[config.mk]
export PLATFORM = sky130hd
export DESIGN_NAME = sha256_stream_hash_core
export DESIGN_NICKNAME = d
export VERILOG_FILES = /design/src/rtl/sha256sh_pkg.sv /design/src/rtl/sha256_stream_hash_core.sv
export VERILOG_INCLUDE_DIRS = /design/src /design/src/rtl
export SDC_FILE = /design/constraint.sdc
export NUM_CORES = 2
export LEC_CHECK = 0
export BUFFER_PORTS_ARGS = -buffer_cell sky130_fd_sc_hd__buf_2
export CAP_MARGIN = 10
export CELL_PAD_IN_SITES_DETAIL_PLACEMENT = 1
export CELL_PAD_IN_SITES_GLOBAL_PLACEMENT = 1
export CORE_MARGIN = 2
export CORE_UTILIZATION = 50
export DETAILED_ROUTE_END_ITERATION = 10
export GPL_ROUTABILITY_DRIVEN = 1
export PLACE_DENSITY_LB_ADDON = 0.12
export SKIP_CTS_REPAIR_TIMING = 1
export SYNTH_ARGS = -nofsm -noshare
export SYNTH_HDL_FRONTEND = slang
export SYNTH_SLANG_ARGS = --single-unit
[constraint.sdc]
create_clock -name clk -period 25.7 [get_ports clk]
set_input_delay 3.855 -clock clk [delete_from_list [all_inputs] [get_ports clk]]
set_output_delay 3.855 -clock clk [all_outputs]
set_load 0.05 [all_outputs]
[src/rtl/sha256_stream_hash_core_assert.svh]
// ----------------------------------------------------------------------------
// sha256 stream hash assertion macros
// shared concurrent assertion forms for the hash core
// ----------------------------------------------------------------------------
`ifndef SHA256_STREAM_HASH_CORE_ASSERT_SVH
`define SHA256_STREAM_HASH_CORE_ASSERT_SVH

// same-cycle implication
`define SSH_ASSERT_NOW(label, clk, rst_n, ante, cons, msg) \
  label: assert property (@(posedge clk) disable iff (!rst_n) (ante) |-> (cons)) \
    else $error(msg);

// next-cycle implication
`define SSH_ASSERT_NEXT(label, clk, rst_n, ante, cons, msg) \
  label: assert property (@(posedge clk) disable iff (!rst_n) (ante) |=> (cons)) \
    else $error(msg);

`endif

[src/rtl/sha256sh_pkg.sv]
// ----------------------------------------------------------------------------
// sha256sh_pkg
// types, round constants and round functions of the sha-256 hash core
// ----------------------------------------------------------------------------
package sha256sh_pkg;

  typedef logic [31:0] word_t;
  typedef logic [7:0]  byte_t;

  localparam int unsigned BlockBytes = 64;
  localparam int unsigned Rounds     = 64;
  localparam int unsigned DigestWords = 8;

  localparam byte_t PAD_MARK = 8'h80;

  localparam word_t ROUND_K [Rounds] = '{
    32'h428a2f98, 32'h71374491, 32'hb5c0fbcf, 32'he9b5dba5,
    32'h3956c25b, 32'h59f111f1, 32'h923f82a4, 32'hab1c5ed5,
    32'hd807aa98, 32'h12835b01, 32'h243185be, 32'h550c7dc3,
    32'h72be5d74, 32'h80deb1fe, 32'h9bdc06a7, 32'hc19bf174,
    32'he49b69c1, 32'hefbe4786, 32'h0fc19dc6, 32'h240ca1cc,
    32'h2de92c6f, 32'h4a7484aa, 32'h5cb0a9dc, 32'h76f988da,
    32'h983e5152, 32'ha831c66d, 32'hb00327c8, 32'hbf597fc7,
    32'hc6e00bf3, 32'hd5a79147, 32'h06ca6351, 32'h14292967,
    32'h27b70a85, 32'h2e1b2138, 32'h4d2c6dfc, 32'h53380d13,
    32'h650a7354, 32'h766a0abb, 32'h81c2c92e, 32'h92722c85,
    32'ha2bfe8a1, 32'ha81a664b, 32'hc24b8b70, 32'hc76c51a3,
    32'hd192e819, 32'hd6990624, 32'hf40e3585, 32'h106aa070,
    32'h19a4c116, 32'h1e376c08, 32'h2748774c, 32'h34b0bcb5,
    32'h391c0cb3, 32'h4ed8aa4a, 32'h5b9cca4f, 32'h682e6ff3,
    32'h748f82ee, 32'h78a5636f, 32'h84c87814, 32'h8cc70208,
    32'h90befffa, 32'ha4506ceb, 32'hbef9a3f7, 32'hc67178f2
  };

  localparam word_t INIT_H [DigestWords] = '{
    32'h6a09e667, 32'hbb67ae85, 32'h3c6ef372, 32'ha54ff53a,
    32'h510e527f, 32'h9b05688c, 32'h1f83d9ab, 32'h5be0cd19
  };

  function automatic word_t big_sigma0(input word_t x);
    return {x[1:0], x[31:2]} ^ {x[12:0], x[31:13]} ^ {x[21:0], x[31:22]};
  endfunction

  function automatic word_t big_sigma1(input word_t x);
    return {x[5:0], x[31:6]} ^ {x[10:0], x[31:11]} ^ {x[24:0], x[31:25]};
  endfunction

  function automatic word_t small_sigma0(input word_t x);
    return {x[6:0], x[31:7]} ^ {x[17:0], x[31:18]} ^ {3'b000, x[31:3]};
  endfunction

  function automatic word_t small_sigma1(input word_t x);
    return {x[16:0], x[31:17]} ^ {x[18:0], x[31:19]} ^ {10'b0, x[31:10]};
  endfunction

endpackage

[src/rtl/sha256_stream_hash_core.sv]
// a byte beat is absorbed whenever in_ready is high, in the idle state
// a beat that completes a 64-byte block holds ready low through the rounds and the add
// end of message: pad bytes fill the block, then rounds and add, once or twice, then 8 digest beats
// one round per cycle through a single shared round unit; pad bytes enter one per cycle
// synchronous active-low reset loads the initial hash words and clears counts;
// the block buffer is not cleared
// ----------------------------------------------------------------------------
// sha256_stream_hash_core
// byte-serial sha-256 engine with padding and word-serial digest output
// ----------------------------------------------------------------------------
`include "sha256_stream_hash_core_assert.svh"

module sha256_stream_hash_core import sha256sh_pkg::*; (
  input  logic        clk,
  input  logic        rst_n,
  input  logic        in_valid,
  output logic        in_ready,
  input  logic [7:0]  in_data_byte,
  input  logic        in_has_byte,
  input  logic        in_end_of_message,
  output logic        out_valid,
  input  logic        out_ready,
  output logic [31:0] out_digest_word,
  output logic [2:0]  out_word_index,
  output logic        out_last_word
);

  typedef enum logic [2:0] {
    S_IDLE,
    S_PAD,
    S_ROUND,
    S_ADD,
    S_OUT
  } state_t;

  localparam logic [5:0] LAST_POS = 6'd63;
  localparam logic [5:0] LEN_POS  = 6'd56;
  localparam logic [5:0] LAST_RND = 6'd63;
  localparam logic [2:0] LAST_IDX = 3'd7;

  state_t      state_r, state_nxt;
  word_t       chain_r [DigestWords];
  word_t       chain_nxt [DigestWords];
  word_t       w_r [16];
  word_t       w_nxt [16];
  word_t       v_r [8];
  word_t       v_nxt [8];
  logic [5:0]  fill_r, fill_nxt;
  logic [63:0] bitcnt_r, bitcnt_nxt;
  logic [5:0]  rnd_r, rnd_nxt;
  logic [2:0]  idx_r, idx_nxt;
  logic        pad_act_r, pad_act_nxt;
  logic        mark_r, mark_nxt;
  logic        wrap_r, wrap_nxt;
  logic        last_r, last_nxt;

  logic        shift_en;
  byte_t       shift_byte;
  logic        len_phase;
  logic [63:0] len_shift;
  word_t       t1, t2, sched;

  assign len_phase = mark_r && !wrap_r && (fill_r >= LEN_POS);
  assign len_shift = bitcnt_r >> {3'd7 - fill_r[2:0], 3'b000};

  // shared round unit
  always_comb begin
    t1 = v_r[7] + big_sigma1(v_r[4]) + ((v_r[4] & v_r[5]) ^ (~v_r[4] & v_r[6]))
       + ROUND_K[rnd_r] + w_r[0];
    t2 = big_sigma0(v_r[0]) + ((v_r[0] & v_r[1]) ^ (v_r[0] & v_r[2]) ^ (v_r[1] & v_r[2]));
    sched = w_r[0] + small_sigma0(w_r[1]) + w_r[9] + small_sigma1(w_r[14]);
  end

  always_comb begin
    state_nxt   = state_r;
    chain_nxt   = chain_r;
    w_nxt       = w_r;
    v_nxt       = v_r;
    fill_nxt    = fill_r;
    bitcnt_nxt  = bitcnt_r;
    rnd_nxt     = rnd_r;
    idx_nxt     = idx_r;
    pad_act_nxt = pad_act_r;
    mark_nxt    = mark_r;
    wrap_nxt    = wrap_r;
    last_nxt    = last_r;
    shift_en    = 1'b0;
    shift_byte  = '0;

    unique case (state_r)
      S_IDLE: begin
        if (in_valid) begin
          if (in_has_byte) begin
            shift_en   = 1'b1;
            shift_byte = in_data_byte;
            fill_nxt   = fill_r + 6'd1;
            bitcnt_nxt = bitcnt_r + 64'd8;
          end
          if (in_end_of_message) begin
            pad_act_nxt = 1'b1;
          end
          if (in_has_byte && fill_r == LAST_POS) begin
            state_nxt = S_ROUND;
            rnd_nxt   = '0;
            v_nxt     = chain_r;
          end else if (in_end_of_message) begin
            state_nxt = S_PAD;
          end
        end
      end
      S_PAD: begin
        shift_en = 1'b1;
        fill_nxt = fill_r + 6'd1;
        if (!mark_r) begin
          shift_byte = PAD_MARK;
          mark_nxt   = 1'b1;
        end else if (len_phase) begin
          shift_byte = len_shift[7:0];
        end
        if (fill_r == LAST_POS) begin
          wrap_nxt = 1'b0;
        end else if (!mark_r) begin
          wrap_nxt = (fill_r >= LEN_POS);
        end
        if (fill_r == LAST_POS) begin
          state_nxt = S_ROUND;
          rnd_nxt   = '0;
          v_nxt     = chain_r;
          last_nxt  = len_phase;
        end
      end
      S_ROUND: begin
        v_nxt[7] = v_r[6];
        v_nxt[6] = v_r[5];
        v_nxt[5] = v_r[4];
        v_nxt[4] = v_r[3] + t1;
        v_nxt[3] = v_r[2];
        v_nxt[2] = v_r[1];
        v_nxt[1] = v_r[0];
        v_nxt[0] = t1 + t2;
        for (int i = 0; i < 15; i++) begin
          w_nxt[i] = w_r[i+1];
        end
        w_nxt[15] = sched;
        rnd_nxt   = rnd_r + 6'd1;
        if (rnd_r == LAST_RND) begin
          state_nxt = S_ADD;
        end
      end
      S_ADD: begin
        for (int i = 0; i < DigestWords; i++) begin
          chain_nxt[i] = chain_r[i] + v_r[i];
        end
        if (last_r) begin
          state_nxt = S_OUT;
          idx_nxt   = '0;
        end else if (pad_act_r) begin
          state_nxt = S_PAD;
        end else begin
          state_nxt = S_IDLE;
        end
      end
      S_OUT: begin
        if (out_ready) begin
          idx_nxt = idx_r + 3'd1;
          for (int i = 0; i < DigestWords - 1; i++) begin
            chain_nxt[i] = chain_r[i+1];
          end
          chain_nxt[DigestWords-1] = chain_r[0];
          if (idx_r == LAST_IDX) begin
            chain_nxt   = INIT_H;
            fill_nxt    = '0;
            bitcnt_nxt  = '0;
            pad_act_nxt = 1'b0;
            mark_nxt    = 1'b0;
            wrap_nxt    = 1'b0;
            last_nxt    = 1'b0;
            state_nxt   = S_IDLE;
          end
        end
      end
      default: begin
        state_nxt = S_IDLE;
      end
    endcase

    // byte beats enter at the low end of the 512-bit window
    if (shift_en) begin
      for (int i = 0; i < 15; i++) begin
        w_nxt[i] = {w_r[i][23:0], w_r[i+1][31:24]};
      end
      w_nxt[15] = {w_r[15][23:0], shift_byte};
    end
  end

  always_ff @(posedge clk) begin
    if (!rst_n) begin
      state_r   <= S_IDLE;
      chain_r   <= INIT_H;
      fill_r    <= '0;
      bitcnt_r  <= '0;
      rnd_r     <= '0;
      idx_r     <= '0;
      pad_act_r <= 1'b0;
      mark_r    <= 1'b0;
      wrap_r    <= 1'b0;
      last_r    <= 1'b0;
    end else begin
      state_r   <= state_nxt;
      chain_r   <= chain_nxt;
      fill_r    <= fill_nxt;
      bitcnt_r  <= bitcnt_nxt;
      rnd_r     <= rnd_nxt;
      idx_r     <= idx_nxt;
      pad_act_r <= pad_act_nxt;
      mark_r    <= mark_nxt;
      wrap_r    <= wrap_nxt;
      last_r    <= last_nxt;
    end
  end

  // datapath, no reset
  always_ff @(posedge clk) begin
    w_r <= w_nxt;
    v_r <= v_nxt;
  end

  assign in_ready        = (state_r == S_IDLE);
  assign out_valid       = (state_r == S_OUT);
  assign out_digest_word = chain_r[0];
  assign out_word_index  = idx_r;
  assign out_last_word   = (idx_r == LAST_IDX);

  `SSH_ASSERT_NOW(a_no_overlap, clk, rst_n, in_ready, !out_valid, "ready during digest output")
  `SSH_ASSERT_NEXT(a_block_start, clk, rst_n,
    in_valid && in_ready && in_has_byte && fill_r == LAST_POS,
    state_r == S_ROUND && rnd_r == 6'd0, "full block did not start rounds")
  `SSH_ASSERT_NEXT(a_round_end, clk, rst_n, state_r == S_ROUND && rnd_r == LAST_RND,
    state_r == S_ADD, "round count overran")
  `SSH_ASSERT_NEXT(a_msg_restart, clk, rst_n, out_valid && out_ready && out_last_word,
    in_ready && fill_r == 6'd0 && bitcnt_r == 64'd0, "state not cleared after digest")

endmodule

==> metrics.cfg <==
[global_routing]
grt_overflow_total=0
grt_max_degree=109
grt_antenna_before_repair=6
grt_pass1_vias=67666
grt_util_all_layers_pct=35.0
grt_pass1_wl_um=418000

[routing]
wl_met2_um=131000
dr.pass1.iters=5
drc=0
dr_wl_met3_um=17400
final_antenna_net_count=0
wl_per_cell_um=25.8
top_layer=met5
drt-met1-wl_um=114000
wl_um=277000
vias=65915
drtIter0Drc=5289
post_drt_via_cell_ratio=6.15

[clocking]
cts_buffers=136
clk_latency_ns=0.81
h-tree-depth=4
clockBufferDepth=3
clkTransAtPathRegs_ns=0.06
cts_tree=yes
clock_sink_count=1107
cts-root-buf=clkbuf_16

[setup_path]
cp_max_fo=29
cp_slowest_stage_delay_ns=0.97
path_common_cell=o21ai_0
worstPathRequired_ns=26.21
startpoint_type=flip-flop
critPathSlowestCell=ha_1
setup.worst_path.end_class=flip-flop
crit_family=compound AO/OA/AOI/OAI gates
cp_num_buf_inv=4
arrival_ns=11.20
worstSetupPathType=flip-flop to flip-flop

[synthesis]
yosysWarnings=0
yosysTopAreaCell=edfxtp_1
synth.avg_cell_area_sq_um=8.62
synth_seq_cells=1107
postSynthCellCount=8846
synth_edf_count=768
async_flop_share_pct=0
yosysUniqueCellTypes=94
synth_top_area_share_pct=30.2
synth_fp_nets=9456
synth_area_leaders=edfxtp_1 30%, nand2_1 12%, dfxtp_1 8.9%
ys.flop_type=edfxtp_1
netlist_area_sq_um=76300
ys_seq_area_share_pct=39.1

[sta]
finalSetupTns_ns=0
rsz0062_at_grt=no
finalCritPeriodShare_pct=41.6
timing.fmax_mhz=93.6
worst_pin_slew_ns=1.20
hold_violations=0
skew_ns=0.0366
drv_slew=0
period_needed_ns=10.69
max-slew-margin-rel_pct=19.1
setup_viol=0

[place]
dpl-instance-area_sq_um=77800
dp_hpwl_um=201000
numPortBuffers=51
gp_congestion=0.980

[floorplanning]
die_w_um=395
ios=52
rows=143
core_area_sq_um=152000
fp.dieH_um=395
start_util_pct=50.3
die_area_sq_um=156000

[layout]
nFillCells=17619
final_cell_area_sq_um=82300
layout-drive-gt1-share_pct=5.22
multi_input_area_sq_um=42400
syn2layout_area_growth_pct=7.84
register_area_sq_um=29900
fin_nets=9181

[min_path]
hp-class=flip-flop to flip-flop

[status]
status=finished, final reports clean

[flow_run]
cap_violations=0

[placed cells by master, fill, tap and decap left out, types with 25 or more instances in the layout]
| cell | instances |
|---|---|
| nand2_1 | 2342 |
| edfxtp_1 | 768 |
| o21ai_0 | 596 |
| inv_1 | 492 |
| a21oi_1 | 424 |
| nor2_1 | 419 |
| ha_1 | 398 |
| xnor2_1 | 337 |
| dfxtp_1 | 335 |
| xor2_1 | 261 |
| fa_1 | 197 |
| a21o_1 | 183 |
| nand3_1 | 166 |
| clkbuf_16 | 138 |
| nor3_1 | 103 |
| buf_4 | 100 |
| o211ai_1 | 78 |
| a211oi_1 | 78 |
| nor2b_1 | 75 |
| a221oi_1 | 68 |
| o21a_1 | 61 |
| nand2b_1 | 55 |
| o221ai_1 | 53 |
| o21bai_1 | 52 |
| or3_1 | 50 |
| o311ai_0 | 50 |
| buf_2 | 50 |
| a31oi_1 | 47 |
| and3_1 | 43 |
| o211a_1 | 39 |
| nand4_1 | 37 |
| clkbuf_1 | 35 |
| mux2i_1 | 32 |
| mux2_2 | 29 |
| o31ai_1 | 26 |
| nor3b_1 | 25 |
[cells in the mapped netlist (68+ instances only)]
library cell and count:
nor3_1 104, fa_1 197, xor2_1 261, nand2_1 2347
nand3_1 167, nor2b_1 75, dfxtp_1 339, o211ai_1 78
inv_1 493, clkbuf_1 500, ha_1 399, o21ai_0 598
a21o_1 183, nor2_1 422, xnor2_1 337, a221oi_1 68
a211oi_1 78, a21oi_1 425, edfxtp_1 768
[sequential cells by signal (all words and copies together) (netlist names), 6 cells and up]
name and cells:
fill_r 6, w_r 512, out_digest_word 32, rnd_r 6, chain_r 224, bitcnt_r 61, v_r 256
[worst paths after layout]
path              slack (ns)       from         to  depth (start not counted)
setup / recovery       15.01   rnd_r[0]   v_r[255]                         36
hold / removal          0.49  pad_act_r  pad_act_r                          2
setup reg to reg       15.01   rnd_r[0]   v_r[255]                         36
hold reg to reg         0.49  pad_act_r  pad_act_r                          2
[per-layer routing]
layer  up-vias  track usage (%)
met5         -                0
met1     33195             45.0
met2      2144             58.0
met4         4             16.9
met3       595             4.94
li1      29977                -
[metrics by stage]
step / util [%] / cells / hold slack [ns] / worst slack, ns
after floorplan: - / 8846 / 0.437 / 8.76
after global placement: 51.3 / 10463 / 0.466 / 15.42
after detailed placement: 51.3 / 10463 / 0.477 / 15.40
after CTS: 54.2 / 10713 / 0.491 / 15.28
after global routing: 54.2 / 10713 / 0.504 / 14.24
final: 54.2 / 10718 / 0.491 / 15.01
[area by class of cell]
| class | count | area share [%] |
|---|---|---|
| flip-flops and latches | 1107 | 36.3 |
| inverters | 497 | 2.29 |
| clock buffers | 182 | 4.51 |
| diodes | 5 | 0.0152 |
| well taps | 2030 | 3.09 |
| clock inverters | 68 | 0.936 |
| repair buffers | 154 | 1.31 |
| multi-input cells | 6675 | 51.6 |
[worst reg2reg max path: cells and delay by family (launching register included)]
family	cells	cell delay [ns]
DFF	1	0.30
and+or+nand+nor	7	1.46
adders and majority gates	5	2.80
AOI/OAI and AO/OA	18	4.51
xor gates and xnor gates	2	0.28
buffers and inverters	4	1.04
[cells by family (layout without fill, tap and decap cells)]
logic type,Yosys count,in the layout,share of synthesized area (%)
adders and majority gates,599,599,11.8
buffers and inverters,1064,901,5.40
muxes,79,79,1.36
DFF,1107,1107,39.1
and+or+nand+nor,3420,3420,18.7
AOI/OAI and AO/OA,1979,1979,16.8
other,0,5,0
xor gates and xnor gates,598,598,6.87
Power is left out: the tool's default activity adds up to more than one toggle a clock period on the data nets, which glitch-free logic cannot reach.
